File: src/rtl/si_pkg.sv
`timescale 1ns / 1ps
`default_nettype none
package si_pkg;

  localparam int COORD_BITS = 16;
  localparam int DIFF_BITS  = COORD_BITS + 1;
  localparam int PROD_BITS  = 2 * DIFF_BITS;
  localparam int CROSS_BITS = PROD_BITS + 1;
  localparam int Q_BITS     = DIFF_BITS;
  localparam int NUM_BITS   = DIFF_BITS + CROSS_BITS;
  localparam int SUM_BITS   = COORD_BITS + 2;

  typedef logic signed [COORD_BITS-1:0] coord_t;
  typedef logic signed [DIFF_BITS-1:0]  diff_t;
  typedef logic signed [PROD_BITS-1:0]  prod_t;
  typedef logic signed [CROSS_BITS-1:0] cross_t;

  typedef struct packed {
    coord_t a_start_x;
    coord_t a_start_y;
    coord_t a_end_x;
    coord_t a_end_y;
    coord_t b_start_x;
    coord_t b_start_y;
    coord_t b_end_x;
    coord_t b_end_y;
  } seg_t;

  typedef struct packed {
    logic   hit;
    coord_t cross_x;
    coord_t cross_y;
  } res_t;

  // Work carried along the divider chain, both lanes side by side.
  typedef struct packed {
    logic                  hit;
    coord_t                base_x;
    coord_t                base_y;
    logic                  neg_x;
    logic                  neg_y;
    logic [CROSS_BITS-1:0] den;
    logic [CROSS_BITS-1:0] rem_x;
    logic [CROSS_BITS-1:0] rem_y;
    logic [Q_BITS-1:0]     low_x;
    logic [Q_BITS-1:0]     low_y;
    logic [Q_BITS-1:0]     q_x;
    logic [Q_BITS-1:0]     q_y;
  } div_t;

  function automatic diff_t ext_coord(input coord_t v);
    return DIFF_BITS'(v);
  endfunction

endpackage
`default_nettype wire

File: src/rtl/si_cell.sv
`timescale 1ns / 1ps
`default_nettype none
module si_cell
  import si_pkg::*;
(
  input  wire  clk,
  input  wire  rst,
  input  wire  en,
  input  wire  din_valid,
  input  div_t din,
  output logic dout_valid,
  output div_t dout
);

  logic [CROSS_BITS+1:0] diff_x, diff_y;
  div_t nxt;

  // one restoring step per lane: shift in the next bit, subtract if it fits
  always_comb begin
    nxt    = din;
    diff_x = {1'b0, din.rem_x, din.low_x[Q_BITS-1]} - {2'b00, din.den};
    diff_y = {1'b0, din.rem_y, din.low_y[Q_BITS-1]} - {2'b00, din.den};
    nxt.low_x = {din.low_x[Q_BITS-2:0], 1'b0};
    nxt.low_y = {din.low_y[Q_BITS-2:0], 1'b0};
    nxt.q_x   = {din.q_x[Q_BITS-2:0], !diff_x[CROSS_BITS+1]};
    nxt.q_y   = {din.q_y[Q_BITS-2:0], !diff_y[CROSS_BITS+1]};
    nxt.rem_x = diff_x[CROSS_BITS+1] ? {din.rem_x[CROSS_BITS-2:0], din.low_x[Q_BITS-1]}
                                     : diff_x[CROSS_BITS-1:0];
    nxt.rem_y = diff_y[CROSS_BITS+1] ? {din.rem_y[CROSS_BITS-2:0], din.low_y[Q_BITS-1]}
                                     : diff_y[CROSS_BITS-1:0];
  end

  always_ff @(posedge clk) begin
    if (rst) begin
      dout_valid <= 1'b0;
    end else if (en) begin
      dout_valid <= din_valid;
    end
  end

  always_ff @(posedge clk) begin
    if (en) begin
      dout <= nxt;
    end
  end

endmodule
`default_nettype wire

File: config.mk
export PLATFORM = sky130hd
export DESIGN_NAME = si_cell
export DESIGN_NICKNAME = d
export VERILOG_FILES = /design/src/rtl/si_pkg.sv /design/src/rtl/si_cell.sv
export SDC_FILE = /design/constraint.sdc
export NUM_CORES = 1
export LEC_CHECK = 0
export BUFFER_PORTS_ARGS = -buffer_cell sky130_fd_sc_hd__buf_2
export CAP_MARGIN = 20
export CORE_ASPECT_RATIO = 0.8
export CORE_MARGIN = 3
export CORE_UTILIZATION = 40
export DETAILED_ROUTE_END_ITERATION = 8
export PLACE_DENSITY = 0.7
export SYNTH_ARGS = -nofsm -noshare
export SYNTH_HDL_FRONTEND = slang
export SYNTH_SLANG_ARGS = --single-unit
File: constraint.sdc
create_clock -name clk -period 3 [get_ports clk]
set_input_delay 0.15 -clock clk [delete_from_list [all_inputs] [get_ports clk]]
set_output_delay 0.15 -clock clk [all_outputs]
set_load 0.02 [all_outputs]
==> flow_metrics.py <==
metrics = {
    "global_routing": {
        "grtUsageMet3_pct": 4.28,
        "grt_pass1_wl_mm": 56.3,
        "grt_max_degree": 79,
        "grt_overflow": 0,
        "antenna_found_initial": 3,
        "grt_pass1_vias": 9761,
        "gr-usage-met1_pct": 32.1,
        "grt_usage_pct": 24.8,
        "busiest_layer": "met2",
        "met2_usage_pct": 42.1,
    },
    "synthesis": {
        "synth_area_mm2": 0.0107,
        "yosysUniqueCellTypes": 61,
        "synth_edf_count": 206,
        "ys.warnings.count": 0,
        "synth_ff_type": "edfxtp_1",
        "postSynthAreaPerCell_um2": 11.9,
        "ys_ff_latch": 207,
        "synth_area_leader_cell": "edfxtp_1",
        "ys_seq_area_share_pct": 57.8,
        "ys_async_sr_fraction_pct": 0,
        "synth_top_area_share_pct": 57.6,
        "synth_area_leaders": "edfxtp_1 (58%), ha_1 (8.2%), a21oi_1 (3.7%), a21o_1 (2.4%), nor2_1 (2.4%)",
        "syn_inst": 902,
    },
    "die": {
        "die-width_um": 189,
        "start_util_pct": 41.6,
        "core_area_mm2": 0.0258,
        "die_height_um": 153,
        "io_pins": 421,
        "fp-row-count": 52,
        "die-area_mm2": 0.0289,
    },
    "worst_setup_path": {
        "r2r_cells": 3,
        "cp_data_required_time_ns": 3.27,
        "ff2ff_setup_slack_ns": 1.85,
        "start_kind": "input port",
        "end_kind": "flop",
        "cp_max_fo": 4,
        "cp_data_arrival_time_ns": 3.21,
        "reg2reg_to": "dout_valid",
        "critPathKind": "in2reg",
        "r2r-start": "dout_valid",
    },
    "sta": {
        "skew_ns": 0,
        "finalSetupViolations": 0,
        "final_max_slew_viol_count": 0,
        "worst_pin_slew_ns": 0.584,
        "timing.fmax_ghz": 0.341,
        "timing.hold.ws_ns": 0.0112,
        "fin_crit_sh_pct": 97.7,
        "min_period_ns": 2.93,
        "hold_viol": 0,
        "max-slew-margin-rel_pct": 61.1,
        "fin_ws_ns": 0.0687,
    },
    "detailed_routing": {
        "drc_errors": 0,
        "postRouteWirelength_mm": 37.9,
        "wl_per_cell_um": 19.5,
        "drt_first_pass_iters": 5,
        "ant_nets": 0,
        "vias": 9889,
        "drt_iter0_markers": 714,
        "routed_via_density": 5.09,
    },
    "clock_network": {
        "clock-sinks": 207,
        "clockBufferDepth": 3,
        "htreeDepth": 1,
        "insertion_delay_ns": 0.51,
        "cts.clk_slew.worst_paths_ns": 0.07,
        "clockRootBuffer": "clkbuf_16",
        "cts_buffers": 23,
        "cts_tree": "built",
    },
    "placement": {
        "post-place-ws_ns": -0.244,
        "portBuffers": 416,
        "gp_congestion": 0.904,
        "placed_cells": 1703,
        "dp_hpwl_mm": 26.9,
        "placed_area_mm2": 0.0137,
    },
    "cells_and_area": {
        "mostFrequentLayoutCells": "buf_2 (414), edfxtp_1 (206), dlygate4sd3_1 (193), a21oi_1 (75), nor2_1 (68)",
        "drive_gt1_share_pct": 34.6,
        "postLayoutCellArea_mm2": 0.0165,
        "nNetsFinal": 1857,
        "fin_cells": 1942,
        "syn2layout_area_growth_pct": 53.5,
        "final_common_cell": "buf_2",
        "fillers": 1969,
    },
    "power_and_ir_drop": {
        "total_power_mw": 8.84,
        "cellPowerDensity_mw_per_mm2": 536,
        "leakagePower_nw": 7.33,
        "irDropWorstVdd_uv": 389,
    },
    "hold_path": {
        "holdPathStages": 3,
        "worstHoldPathType": "in2reg",
        "min-delay-start": "din[121]",
        "hold_path_end": "dout[122]",
    },
    "flow_run": {
        "drv_cap": 0,
    },
    "outcome": {
        "status": "complete, no violations",
    },
}
==> metal layers <==
layer / share of wire [%] / vias to the layer above
li1: - / 4730
met1: 42 / 4663
met2: 48 / 407
met3: 6.2 / 87
met4: 4.1 / 2
met5: 0.034 / -
==> worst max path at each step <==
stage | start | to | slack [ns] | cells after the start
3_3_place_gp | din[139] | dout[95] | -0.19 | 13
3_5_place_dp | din[139] | dout[95] | -0.24 | 13
6_report | din[104] | dout[137] | 0.07 | 13
4_1_cts | din[150] | dout[70] | 0.001 | 14
2_1_floorplan | din[67] | dout[111] | 0.06 | 13
5_1_grt | din[150] | dout[99] | -0.02 | 13
==> synth_stat cells (4+ instances only) <==
cell type	number
edfxtp_1	206
a21oi_1	79
ha_1	70
nor2_1	68
nand2_1	61
inv_1	53
a21o_1	35
o21ai_0	30
o21ai_1	30
xnor2_1	27
xor2_1	27
clkbuf_1	24
nand3_1	14
nand4_1	14
nand2b_1	12
nor2b_1	11
o21a_1	11
a31oi_1	10
mux2_1	8
nor3_1	8
o21bai_1	7
a211oi_1	6
and3_1	6
mux2_2	6
a21boi_0	5
and2_1	5
buf_4	5
a2111oi_0	4
o2111ai_1	4
o31a_1	4
o31ai_1	4
or2_2	4
or3_1	4
==> stage by stage <==
stage                     TNS, ns  util (%)
after global routing      -0.0244      63.8
after global placement      -2.52      52.9
after detailed placement    -4.01      52.9
final                           0      63.8
after CTS                       0      63.2
after floorplan                 0         -
==> flip-flops by register name (all words and copies together) (netlist names) <==
| name | cells |
|---|---|
| dout | 206 |
| dout_valid | 1 |
==> critical path, cell delays in order <==
cell	delay, ns
dlygate4sd3_1	0.56
buf_2	0.14
ha_1	0.29
nor2b_2	0.16
o31a_1	0.33
o311a_1	0.36
o21ai_2	0.16
a21oi_2	0.07
o2111ai_1	0.18
buf_4	0.16
a21boi_0	0.08
or4_1	0.42
o311a_1	0.13
==> repair_timing <==
| action | CTS | global route |
|---|---|---|
| hold buffers | 193 | 0 |
| setup endpoints to repair | 0 | 63 |
| gates resized for setup | 0 | 26 |
| setup buffers | 0 | 3 |
| endpoints found under the hold margin | 191 | 0 |
==> where the power goes <==
group	total (mW)	switching (mW)	internal, mW	leakage (nW)
registers	3.65	0.0841	3.56	2.02
logic	2.42	1.40	1.02	4.95
clock network	2.77	1.18	1.59	0.350
==> final cells by class <==
class | count | area (um^2) | share of cell area [%]
diodes | 2 | 5.00 | 0.0304
well taps | 351 | 439 | 2.67
clock buffers | 26 | 587 | 3.56
flip-flops and latches | 207 | 6210 | 37.7
repair buffers | 675 | 4610 | 28.0
clock inverters | 15 | 138 | 0.835
multi-input cells | 612 | 4290 | 26.0
inverters | 54 | 203 | 1.23
==> logic make-up after synthesis <==
| kind of cell | Yosys count | share of synthesized area [%] |
|---|---|---|
| buf+inv | 84 | 3.12 |
| simple gates | 216 | 9.45 |
| mux | 16 | 1.65 |
| fa+ha+maj | 72 | 8.53 |
| other cells | 1 | 0.0349 |
| xor+xnor | 54 | 4.41 |
| compound gates | 252 | 15.0 |
| flops | 207 | 57.8 |
Note: power is estimated with default switching activity, not from simulation.
